--- src/rtl/sbeu_pkg.sv ---
`timescale 1ns / 1ps

package sbeu_pkg;

    localparam int WORD_W  = 32;
    localparam int KIND_W  = 3;
    localparam int GIDX_W  = 6;
    localparam int OP_W    = 4;
    localparam int DEPTH_W = 9;
    localparam int ERR_W   = 2;

    localparam logic [KIND_W-1:0] KIND_CONST = 3'd0;
    localparam logic [KIND_W-1:0] KIND_LOAD  = 3'd1;
    localparam logic [KIND_W-1:0] KIND_STORE = 3'd2;
    localparam logic [KIND_W-1:0] KIND_DROP  = 3'd3;
    localparam logic [KIND_W-1:0] KIND_BINOP = 3'd4;
    localparam logic [KIND_W-1:0] KIND_WRITE = 3'd5;

    localparam logic [OP_W-1:0] OP_ADD = 4'd1;
    localparam logic [OP_W-1:0] OP_SUB = 4'd2;
    localparam logic [OP_W-1:0] OP_MUL = 4'd3;
    localparam logic [OP_W-1:0] OP_DIV = 4'd4;
    localparam logic [OP_W-1:0] OP_MOD = 4'd5;
    localparam logic [OP_W-1:0] OP_LT  = 4'd6;
    localparam logic [OP_W-1:0] OP_LE  = 4'd7;
    localparam logic [OP_W-1:0] OP_GT  = 4'd8;
    localparam logic [OP_W-1:0] OP_GE  = 4'd9;
    localparam logic [OP_W-1:0] OP_EQ  = 4'd10;
    localparam logic [OP_W-1:0] OP_NE  = 4'd11;
    localparam logic [OP_W-1:0] OP_AND = 4'd12;
    localparam logic [OP_W-1:0] OP_OR  = 4'd13;

    localparam logic [ERR_W-1:0] ERR_NONE      = 2'd0;
    localparam logic [ERR_W-1:0] ERR_UNDERFLOW = 2'd1;
    localparam logic [ERR_W-1:0] ERR_OVERFLOW  = 2'd2;
    localparam logic [ERR_W-1:0] ERR_DIVZERO   = 2'd3;

    typedef struct packed {
        logic              start;
        logic [OP_W-1:0]   op;
        logic [WORD_W-1:0] x;
        logic [WORD_W-1:0] y;
    } alu_req_t;

    typedef struct packed {
        logic              done;
        logic [WORD_W-1:0] value;
    } alu_rsp_t;

endpackage

--- src/rtl/sbeu_globals.sv ---
`timescale 1ns / 1ps

module sbeu_globals #(
    parameter int GLOBAL_COUNT = 64,
    parameter int GAW          = 6
) (
    input  logic                        clk,
    input  logic                        rst_n,
    input  logic                        we,
    input  logic [GAW-1:0]              waddr,
    input  logic [sbeu_pkg::WORD_W-1:0] wdata,
    input  logic [GAW-1:0]              raddr,
    output logic [sbeu_pkg::WORD_W-1:0] rdata,
    output logic                        busy
);
    import sbeu_pkg::*;

    logic [WORD_W-1:0] mem [GLOBAL_COUNT];
    logic [WORD_W-1:0] rdata_reg;
    logic [GAW-1:0]    clr_addr_reg;
    logic              clr_busy_reg;

    // zeroing sweep after reset
    always_ff @(posedge clk or negedge rst_n)
    begin
        if (!rst_n)
        begin
            clr_busy_reg <= 1'b1;
            clr_addr_reg <= '0;
        end
        else if (clr_busy_reg)
        begin
            if (clr_addr_reg == GAW'(GLOBAL_COUNT - 1))
            begin
                clr_busy_reg <= 1'b0;
            end
            else
            begin
                clr_addr_reg <= clr_addr_reg + GAW'(1);
            end
        end
    end

    always_ff @(posedge clk)
    begin
        if (clr_busy_reg)
        begin
            mem[clr_addr_reg] <= '0;
        end
        else if (we)
        begin
            mem[waddr] <= wdata;
        end
        rdata_reg <= mem[raddr];
    end

    assign rdata = rdata_reg;
    assign busy  = clr_busy_reg;

endmodule

--- config.mk ---
export PLATFORM = sky130hd
export DESIGN_NAME = sbeu_globals
export DESIGN_NICKNAME = d
export VERILOG_FILES = /design/src/rtl/sbeu_pkg.sv /design/src/rtl/sbeu_globals.sv
export SDC_FILE = /design/constraint.sdc
export NUM_CORES = 2
export LEC_CHECK = 0
export BUFFER_PORTS_ARGS = -buffer_cell sky130_fd_sc_hd__buf_4
export CAP_MARGIN = 30
export CORE_ASPECT_RATIO = 1.1
export CORE_MARGIN = 4
export CORE_UTILIZATION = 57
export CTS_BUF_LIST = sky130_fd_sc_hd__clkbuf_8 sky130_fd_sc_hd__clkbuf_16
export CTS_CLUSTER_DIAMETER = 80
export DETAILED_ROUTE_END_ITERATION = 7
export PLACE_DENSITY = 0.76
export SYNTH_ARGS = -nofsm -noshare
export SYNTH_HDL_FRONTEND = slang
export SYNTH_SLANG_ARGS = --single-unit
--- constraint.sdc ---
create_clock -name clk -period 3.4 [get_ports clk]
set_clock_uncertainty 0.15 [all_clocks]
set_input_delay 0.68 -clock clk [delete_from_list [all_inputs] [get_ports clk]]
set_output_delay 0.68 -clock clk [all_outputs]
set_load 0.05 [all_outputs]
==> results by group <==
Clock tree
  • Clk sinks: 2087
  • Worst-Skew Late Latency: 830 ps
  • Num CTS Buffers: 187
  • CTS resizes: 0
  • Clock transition at the registers of the reported paths: 60 ps
  • Longest Clk Path Bufs: 3
  • Root Driver: clkbuf_16
  • CTS tree: built
  • H-tree level count: 4

Synthesis
  • Predominant post-synthesis flop cell: edfxtp_1
  • Post-synth net total: 3597
  • Number of synthesized register bits: 2087
  • Synthesized area: 79400 sq um
  • Yosys cell types: 48
  • Average size of a mapped cell: 22.4 sq um
  • Mux share of post-synthesis cell area: 14.9%
  • Post-Synth XOR/XNOR Area: 0.0552%
  • Post-synthesis compound-gate area fraction: 2.38%
  • Ys Warns: 0
  • Cells after Synth: 3549
  • Simple-Gate Fraction of Synth Area: 2.62%
  • Post-Synth Adder-Cell Area: 0.0158%
  • Largest family of logic cells by synthesized area: multiplexers
  • Post-synth EDFFs: 2048
  • Async S/R FF share, synth: 0.335%
  • Register area share after synthesis: 78.5%

Setup path
  • CP startpoint kind: register
  • Req. time, crit path: 3680 ps
  • Worst path max stage delay: 620 ps
  • Kind of critical path: register to register
  • Worst Path Arrival: 3100 ps
  • CP bufs+invs: 1
  • CP cell instances: nand2b_1, nand3b_1, a21o_1, nor2_4, buf_4
  • Critical path's top delay family: simple AND/OR/NAND/NOR gates
  • Worst path slowest cell: dfstp_2
  • Critical Path Sink Type: register
  • Crit Path Max Fanout: 32

GRT
  • Tot GR Track Use: 29.2%
  • GR Overflow Total: 0
  • First-pass GRT wire length: 298000 microns
  • Initial antenna violation count: 15
  • Number of global-route vias before repair: 41.1k
  • Largest net degree at the start of global routing: 65

Timing
  • RSZ-0062 raised after global routing: false
  • Final setup fails: 0
  • Final period util: 83.1%
  • Final Hold Fails: 0
  • Fin. max-slew vios: 0
  • Slew HR: 33.0%
  • Fin worst setup slack: 575 ps
  • Crit path time final: 2820 ps
  • Worst Tran Pin Value: 999 ps
  • FMAX: 0.354 GHz

Die
  • Die H: 399 microns
  • Core Area: 138000 sq um
  • I/O pins: 80
  • Die Wd: 364 microns
  • Die area: 145000 sq um
  • Initial core utilization: 57.4%
  • # rows: 143

Finish
  • Max FFs per register: 2048
  • Area grow syn2layout: 15.2%
  • Final-layout fill cell count: 8260
  • Multi-input logic area: 16400 sq um
  • Share of layout cells above drive strength 1: 31.0%
  • FF/Latch Area: 62300 sq um
  • Nets: 3979

Placement
  • Port buffer count: 79
  • Routability congestion estimate: 0.830
  • DPL Wire Length: 119000 microns
  • Place WS: 94.5 ps

Power
  • Final Power: 52.3 mW
  • Pwr Density: 572 nW/um^2
  • Leak pwr: 30.2 nW
  • Peak VDD IR: 0.554 mV

Routing
  • DR WL/cell: 35.2 microns
  • TritonRoute pass-1 iters: 6
  • Drt initial violations: 6532
  • Vias: 40.6k
  • Drt drc: 0
  • Vias per cell: 6.87
  • Post-DRT Antenna Nets: 0
  • Drt total wl: 208000 microns

Job
  • Max-cap violation count: 0

Outcome
  • Status: finished clean

Hold path
  • HP Class: input pin to asynchronous set/reset pin
## area by class of cell
| class | count | share of cell area, % |
|---|---|---|
| tap | 1812 | 2.48 |
| inverter | 3 | 0.0123 |
| timing repair buffer | 389 | 4.81 |
| sequential | 2087 | 68.1 |
| multi-input combinational | 1263 | 17.9 |
| clock buffer | 205 | 5.43 |
| antenna | 4 | 0.0109 |
| clock inverter | 143 | 1.18 |
## per-stage QoR
step	area, sq um	hold slack [ps]	TNS (ps)	utilization, %	std cells
6_report	91400	63.5	0	66.1	5906
5_1_grt	91400	55.6	0	66.1	5902
4_1_cts	91400	12.9	0	66.1	5902
3_5_place_dp	85400	348	0	61.7	5553
3_3_place_gp	85400	348	0	61.7	5552
2_1_floorplan	79400	234	-288120	-	3549
## cells by family after synthesis
| group | Yosys count |
|---|---|
| xor gates and xnor gates | 5 |
| buffers and inverters | 199 |
| DFF | 2087 |
| and+or+nand+nor | 428 |
| muxes | 572 |
| AOI/OAI and AO/OA | 257 |
| adders and majority gates | 1 |
## report_power, final
group	switching [mW]	leakage, nW	internal (mW)	total (mW)
clock network	9.23	3.17	11.5	20.7
registers	0.105	19.9	28.4	28.5
logic	1.97	7.19	1.13	3.10
## cell usage after synthesis (13+ instances only)
| library cell | number | area (sq um) |
|---|---|---|
| a211oi_1 | 13 | 97.6 |
| a21oi_1 | 16 | 80.1 |
| a22oi_1 | 58 | 435 |
| a31oi_1 | 15 | 93.8 |
| and2_1 | 42 | 263 |
| buf_2 | 60 | 300 |
| buf_4 | 37 | 278 |
| buf_6 | 20 | 225 |
| clkbuf_1 | 58 | 218 |
| dfxtp_1 | 32 | 641 |
| edfxtp_1 | 2048 | 61500 |
| mux2_2 | 13 | 146 |
| mux2i_1 | 74 | 741 |
| mux4_2 | 485 | 10900 |
| nand2_1 | 112 | 420 |
| nand3_1 | 61 | 305 |
| nand4_1 | 60 | 375 |
| nor2_1 | 90 | 338 |
| nor2b_1 | 14 | 87.6 |
| nor3_1 | 15 | 75.1 |
| o221ai_1 | 42 | 368 |
| o22ai_1 | 66 | 413 |
## layer usage
layer | track usage [%] | share of wire, % | vias up
li1 | - | - | 15800
met1 | 39.1 | 34 | 21100
met2 | 46.9 | 49 | 3054
met3 | 6.24 | 12 | 562
met4 | 13.4 | 5.0 | 12
met5 | 0 | 0.039 | -
## repair_timing
action,CTS,global route
hold buffers,1,0
buffers inserted,0,0
hold endpoints to repair,7,0
## worst paths after layout
check | start | endpoint | slack (ps) | depth (start not counted)
max | busy$_DFF_PN1_ | mem[11][26]$_DFFE_PP_ | 580 | 5
min | rst_n | clr_addr_reg[2]$_DFFE_PN0P_ | 60 | 2
max in group asynchronous | rst_n | busy$_DFF_PN1_ | 2830 | 2
min reg2reg | clr_addr_reg[5]$_DFFE_PN0P_ | clr_addr_reg[5]$_DFFE_PN0P_ | 390 | 1
max reg2reg | busy$_DFF_PN1_ | mem[11][26]$_DFFE_PP_ | 580 | 5
min in group clk | wdata[1] | mem[26][1]$_DFFE_PP_ | 100 | 2
## cell usage in the layout (no fill, tap or decap), types with 15 or more instances in the layout
| cell type | synthesis | routed |
|---|---|---|
| clkinv_1 | 0 | 26 |
| nand4_1 | 60 | 60 |
| o221ai_1 | 42 | 42 |
| a22oi_1 | 58 | 58 |
| nor2_4 | 0 | 65 |
| a21oi_1 | 16 | 16 |
| dfxtp_1 | 32 | 32 |
| clkbuf_8 | 0 | 15 |
| o22ai_1 | 66 | 66 |
| buf_4 | 37 | 268 |
| nor2_1 | 90 | 24 |
| inv_1 | 3 | 51 |
| clkinv_2 | 0 | 39 |
| buf_12 | 5 | 116 |
| nand3_1 | 61 | 61 |
| clkbuf_16 | 0 | 190 |
| mux2i_1 | 74 | 74 |
| mux4_2 | 485 | 485 |
| a31oi_1 | 15 | 15 |
| edfxtp_1 | 2048 | 2048 |
| nand2_1 | 112 | 112 |
| and2_2 | 0 | 32 |
| nor3_1 | 15 | 15 |
No activity file was read; power rests on OpenSTA's default activity.
