$ cat config.mk
export PLATFORM = sky130hd
export DESIGN_NAME = sbeu_alu
export DESIGN_NICKNAME = d
export VERILOG_FILES = /design/src/rtl/sbeu_pkg.sv /design/src/rtl/sbeu_alu.sv
export SDC_FILE = /design/constraint.sdc
export NUM_CORES = 2
export LEC_CHECK = 0
export ABC_AREA = 1
export BUFFER_PORTS_ARGS = -buffer_cell sky130_fd_sc_hd__buf_2
export CORE_ASPECT_RATIO = 0.9
export CORE_MARGIN = 1
export CORE_UTILIZATION = 35
export DETAILED_ROUTE_END_ITERATION = 16
export GPL_TIMING_DRIVEN = 0
export PLACE_DENSITY = 0.5
export SYNTH_ARGS = -nofsm -noshare
export SYNTH_HDL_FRONTEND = slang
export SYNTH_SLANG_ARGS = --single-unit
$ cat constraint.sdc
create_clock -name clk -period 4 [get_ports clk]
set_clock_uncertainty 0.2 [all_clocks]
set_input_delay 0.2 -clock clk [delete_from_list [all_inputs] [get_ports clk]]
set_output_delay 0.2 -clock clk [all_outputs]
set_load 0.01 [all_outputs]
$ cat src/rtl/sbeu_pkg.sv
`timescale 1ns / 1ps

package sbeu_pkg;

    localparam int WORD_W  = 32;
    localparam int KIND_W  = 3;
    localparam int GIDX_W  = 6;
    localparam int OP_W    = 4;
    localparam int DEPTH_W = 9;
    localparam int ERR_W   = 2;

    localparam logic [KIND_W-1:0] KIND_CONST = 3'd0;
    localparam logic [KIND_W-1:0] KIND_LOAD  = 3'd1;
    localparam logic [KIND_W-1:0] KIND_STORE = 3'd2;
    localparam logic [KIND_W-1:0] KIND_DROP  = 3'd3;
    localparam logic [KIND_W-1:0] KIND_BINOP = 3'd4;
    localparam logic [KIND_W-1:0] KIND_WRITE = 3'd5;

    localparam logic [OP_W-1:0] OP_ADD = 4'd1;
    localparam logic [OP_W-1:0] OP_SUB = 4'd2;
    localparam logic [OP_W-1:0] OP_MUL = 4'd3;
    localparam logic [OP_W-1:0] OP_DIV = 4'd4;
    localparam logic [OP_W-1:0] OP_MOD = 4'd5;
    localparam logic [OP_W-1:0] OP_LT  = 4'd6;
    localparam logic [OP_W-1:0] OP_LE  = 4'd7;
    localparam logic [OP_W-1:0] OP_GT  = 4'd8;
    localparam logic [OP_W-1:0] OP_GE  = 4'd9;
    localparam logic [OP_W-1:0] OP_EQ  = 4'd10;
    localparam logic [OP_W-1:0] OP_NE  = 4'd11;
    localparam logic [OP_W-1:0] OP_AND = 4'd12;
    localparam logic [OP_W-1:0] OP_OR  = 4'd13;

    localparam logic [ERR_W-1:0] ERR_NONE      = 2'd0;
    localparam logic [ERR_W-1:0] ERR_UNDERFLOW = 2'd1;
    localparam logic [ERR_W-1:0] ERR_OVERFLOW  = 2'd2;
    localparam logic [ERR_W-1:0] ERR_DIVZERO   = 2'd3;

    typedef struct packed {
        logic              start;
        logic [OP_W-1:0]   op;
        logic [WORD_W-1:0] x;
        logic [WORD_W-1:0] y;
    } alu_req_t;

    typedef struct packed {
        logic              done;
        logic [WORD_W-1:0] value;
    } alu_rsp_t;

endpackage

$ cat src/rtl/sbeu_alu.sv
`timescale 1ns / 1ps

module sbeu_alu (
    input  logic              clk,
    input  logic              rst_n,
    input  sbeu_pkg::alu_req_t req,
    output sbeu_pkg::alu_rsp_t rsp
);
    import sbeu_pkg::*;

    localparam int CNT_W = $clog2(WORD_W);

    typedef enum logic [2:0] {
        A_IDLE = 3'b001,
        A_DIV  = 3'b010,
        A_FIX  = 3'b100
    } alu_state_t;

    function automatic logic [WORD_W-1:0] mag(input logic [WORD_W-1:0] a);
        return a[WORD_W-1] ? (WORD_W'(0) - a) : a;
    endfunction

    alu_state_t        state_reg, state_next;
    logic [CNT_W-1:0]  cnt_reg, cnt_next;
    logic              done_reg, done_next;
    logic [WORD_W-1:0] res_reg, res_next;
    logic [WORD_W-1:0] rem_reg, rem_next;
    logic [WORD_W-1:0] quo_reg, quo_next;
    logic [WORD_W-1:0] dvs_reg, dvs_next;
    logic              neg_q_reg, neg_q_next;
    logic              neg_r_reg, neg_r_next;
    logic              mod_reg, mod_next;

    logic [WORD_W-1:0] fast_res;
    logic [WORD_W:0]   rem_shift;
    logic [WORD_W+1:0] diff;
    logic              fits;

    // single-pass operators
    always_comb
    begin
        case (req.op)
            OP_ADD:  fast_res = req.x + req.y;
            OP_SUB:  fast_res = req.x - req.y;
            OP_MUL:  fast_res = req.x * req.y;
            OP_LT:   fast_res = WORD_W'($signed(req.x) < $signed(req.y));
            OP_LE:   fast_res = WORD_W'($signed(req.x) <= $signed(req.y));
            OP_GT:   fast_res = WORD_W'($signed(req.x) > $signed(req.y));
            OP_GE:   fast_res = WORD_W'($signed(req.x) >= $signed(req.y));
            OP_EQ:   fast_res = WORD_W'(req.x == req.y);
            OP_NE:   fast_res = WORD_W'(req.x != req.y);
            OP_AND:  fast_res = WORD_W'((req.x != '0) && (req.y != '0));
            OP_OR:   fast_res = WORD_W'((req.x != '0) || (req.y != '0));
            default: fast_res = '0;
        endcase
    end

    // one quotient bit per cycle, restoring
    always_comb
    begin
        rem_shift = {rem_reg, quo_reg[WORD_W-1]};
        diff      = {1'b0, rem_shift} - {2'b00, dvs_reg};
        fits      = !diff[WORD_W+1];
    end

    always_comb
    begin
        state_next = state_reg;
        cnt_next   = cnt_reg;
        done_next  = 1'b0;
        res_next   = res_reg;
        rem_next   = rem_reg;
        quo_next   = quo_reg;
        dvs_next   = dvs_reg;
        neg_q_next = neg_q_reg;
        neg_r_next = neg_r_reg;
        mod_next   = mod_reg;
        case (state_reg)
            A_IDLE:
            begin
                if (req.start)
                begin
                    if (req.op inside {OP_DIV, OP_MOD})
                    begin
                        quo_next   = mag(req.x);
                        dvs_next   = mag(req.y);
                        rem_next   = '0;
                        cnt_next   = '0;
                        neg_q_next = req.x[WORD_W-1] ^ req.y[WORD_W-1];
                        neg_r_next = req.x[WORD_W-1];
                        mod_next   = (req.op == OP_MOD);
                        state_next = A_DIV;
                    end
                    else
                    begin
                        res_next  = fast_res;
                        done_next = 1'b1;
                    end
                end
            end
            A_DIV:
            begin
                rem_next = fits ? diff[WORD_W-1:0] : rem_shift[WORD_W-1:0];
                quo_next = {quo_reg[WORD_W-2:0], fits};
                cnt_next = cnt_reg + CNT_W'(1);
                if (cnt_reg == CNT_W'(WORD_W - 1))
                begin
                    state_next = A_FIX;
                end
            end
            A_FIX:
            begin
                if (mod_reg)
                begin
                    res_next = neg_r_reg ? (WORD_W'(0) - rem_reg) : rem_reg;
                end
                else
                begin
                    res_next = neg_q_reg ? (WORD_W'(0) - quo_reg) : quo_reg;
                end
                done_next  = 1'b1;
                state_next = A_IDLE;
            end
            default:
            begin
                state_next = A_IDLE;
            end
        endcase
    end

    always_ff @(posedge clk or negedge rst_n)
    begin
        if (!rst_n)
        begin
            state_reg <= A_IDLE;
            done_reg  <= 1'b0;
            cnt_reg   <= '0;
        end
        else
        begin
            state_reg <= state_next;
            done_reg  <= done_next;
            cnt_reg   <= cnt_next;
        end
    end

    always_ff @(posedge clk)
    begin
        res_reg   <= res_next;
        rem_reg   <= rem_next;
        quo_reg   <= quo_next;
        dvs_reg   <= dvs_next;
        neg_q_reg <= neg_q_next;
        neg_r_reg <= neg_r_next;
        mod_reg   <= mod_next;
    end

    assign rsp.done  = done_reg;
    assign rsp.value = res_reg;

endmodule

==> results.yml <==
outcome:
  status: "complete, but fails checks"
  violations: "setup timing"
critical_path:
  reg2reg_depth: 14
  worst_path_most_repeated_cell: "fa_1"
  cp-end-kind: "flip-flop"
  path_buf_inv: 8
  r2r-end: "res_reg[28]"
  cp_data_arrival_time_ns: 6.75
  cp-start-kind: "input port"
  cpMaxStageDelayCell: "fa_2"
  reg2reg_from: "rem_reg[0]"
  cpPeakStageDelay_ns: 0.61
  crit_type: "input port to flip-flop"
  crit_path_max_fanout: 6
  reg2reg_slack_ns: -0.39
  critPathRequiredTime_ns: 3.98
  cp_top_family: "adder cells"
floorplanning:
  fp.dieW_microns: 320
  die-area_sq_um: 92200
  io_pins: 104
  die_h_microns: 288
  coreArea_sq_um: 89800
  start_util_pct: 35.5
  rows: 104
global_route:
  grt_pass1_vias: 30160
  grt_usage_pct: 32.5
  grt_remaining_overflow: 0
  antenna_found_initial: 16
  grt_max_degree: 66
  grt_pass1_wl_mm: 214
synthesis:
  synth_area_sq_um: 31800
  ys_ff_latch: 140
  synth_edf_count: 131
  syn-num-nets: 5296
  synthDistinctLibCells: 59
  syn_inst: 4590
  yosys_warnings: 0
  synthArstFlopShare_pct: 6.43
  synth.avg_cell_area_sq_um: 6.94
  synthFlopType: "edfxtp_1"
  ys_seq_area_share_pct: 13.1
sta:
  max_freq_mhz: 148
  final.setup.worst_slack_ns: -2.76
  min_period_over_period_pct: 169
  report.final.slew_viol_count: 0
  slew-limit-headroom_pct: 7.20
  fin_setup_tns_ns: -56.74
  fin_crit_ns: 6.76
  worst_slew_pin_slew_ns: 1.38
  grt_setup_unrepaired: "true"
  finalHoldViolCount: 0
  setup_viol: 26
placement:
  io_buffers: 103
  post-dp-hpwl_mm: 123
  gp_congestion: 1.01
clocking:
  cts_buffers: 17
  cts_root_buf: "clkbuf_16"
  clkSlewWorstSetupHoldPaths_ns: 0.07
  clock_latency_ns: 0.45
  cts_sinks: 140
  cts_max_path_buffers: 2
  cts_tree: "done"
  htreeDepth: 4
finish:
  synthToLayoutAreaGrowth_pct: 22.9
  nets: 5548
  drive_above_1_share_pct: 15.6
routing:
  post_drt_via_cell_ratio: 5.34
  ant_nets: 0
  first_pass_iters: 6
  drc: 0
  wire_per_inst_microns: 25.1
  vias: 32202
  first_iter_violations: 3897
  wirelength_mm: 151
hold_path:
  hold_class: "input port to asynchronous set/reset pin"
run:
  cap_violations: 0
-- routing by layer --
metal,vias up,wire (microns),track usage (%)
li1,14633,-,-
met1,15802,70900,51.0
met2,1573,59800,45.9
met3,184,16200,5.69
met4,10,3950,6.45
met5,-,53,0
-- what timing repair did --
action	in CTS	in global routing
cloned	1	0
endpoints found under the hold margin	10	0
endpoints found under the setup margin	98	30
pin swaps	128	151
setup buffers	104	32
gates resized for setup	443	193
hold buffers	3	0
-- layout by cell type, fill, tap and decap left out, types with 46 or more instances in the layout --
cell and n:
inv_1 1040, nand3_1 161, buf_2 79, buf_4 124, nand2_1 1091, clkbuf_16 52
clkbuf_1 56, a21oi_1 225, edfxtp_1 131, xor2_1 56, o21ai_0 238, nand2_2 48
ha_1 175, fa_2 46, fa_1 365, nor2_1 247, nor3_1 51
-- through the flow --
step	area (sq um)	hold slack (ns)	util [%]	cells	setup WS, ns
2_1_floorplan	32800	-0.296	-	4590	-2.38
3_3_place_gp	34800	-0.135	38.8	5859	-4.36
3_5_place_dp	34900	-0.133	38.8	5861	-4.37
4_1_cts	38200	0.0336	42.5	5993	-2.77
5_1_grt	39100	0.0356	43.6	6023	-2.93
6_report	39100	0.0338	43.6	6025	-2.76
-- synthesized netlist by cell type (all sizes together), types with 44 or more instances --
cell type | count | area share [%]
nand2 | 1152 | 14
inv | 1084 | 13
fa | 411 | 26
o21ai | 283 | 4.5
nor2 | 267 | 3.2
a21oi | 260 | 4.1
ha | 224 | 8.8
nand3 | 193 | 3.1
clkbuf | 137 | 1.6
edfxtp | 131 | 12
nor3 | 67 | 1.3
xor2 | 58 | 1.6
buf | 52 | 0.71
nand4 | 44 | 0.86
-- how the worst max path moves through the flow --
stage                              to  cells past startpoint  slack (ns)  startpoint
after detailed placement  res_reg[31]                     31       -4.37     req[33]
after floorplan           res_reg[24]                     29       -2.38      req[7]
after global routing      res_reg[31]                     29       -2.93     req[42]
final                     res_reg[22]                     26       -2.76      req[5]
after CTS                 res_reg[29]                     29       -2.77      req[7]
after global placement    res_reg[31]                     31       -4.36     req[33]
-- final cells by class --
cell class | instances | area, sq um
Antenna cell | 4 | 10.0
Buffer | 180 | 2170
Clock buffer | 17 | 425
Clock inverter | 15 | 130
Fill cell | 9252 | 50700
Inverter | 1087 | 4100
Multi-Input combinational cell | 3174 | 24700
Sequential cell | 140 | 4160
Tap cell | 1166 | 1460
Timing Repair Buffer | 242 | 1980
-- cell families after synthesis --
kind of cell               synth area share, %
and+or+nand+nor                           23.4
buffers and inverters                     15.1
AOI/OAI and AO/OA                         11.7
adders and majority gates                 34.6
DFF                                       13.1
xor gates and xnor gates                  2.12
Power is left out: the tool's default activity adds up to more than one toggle a clock period on the data nets, which glitch-free logic cannot reach.
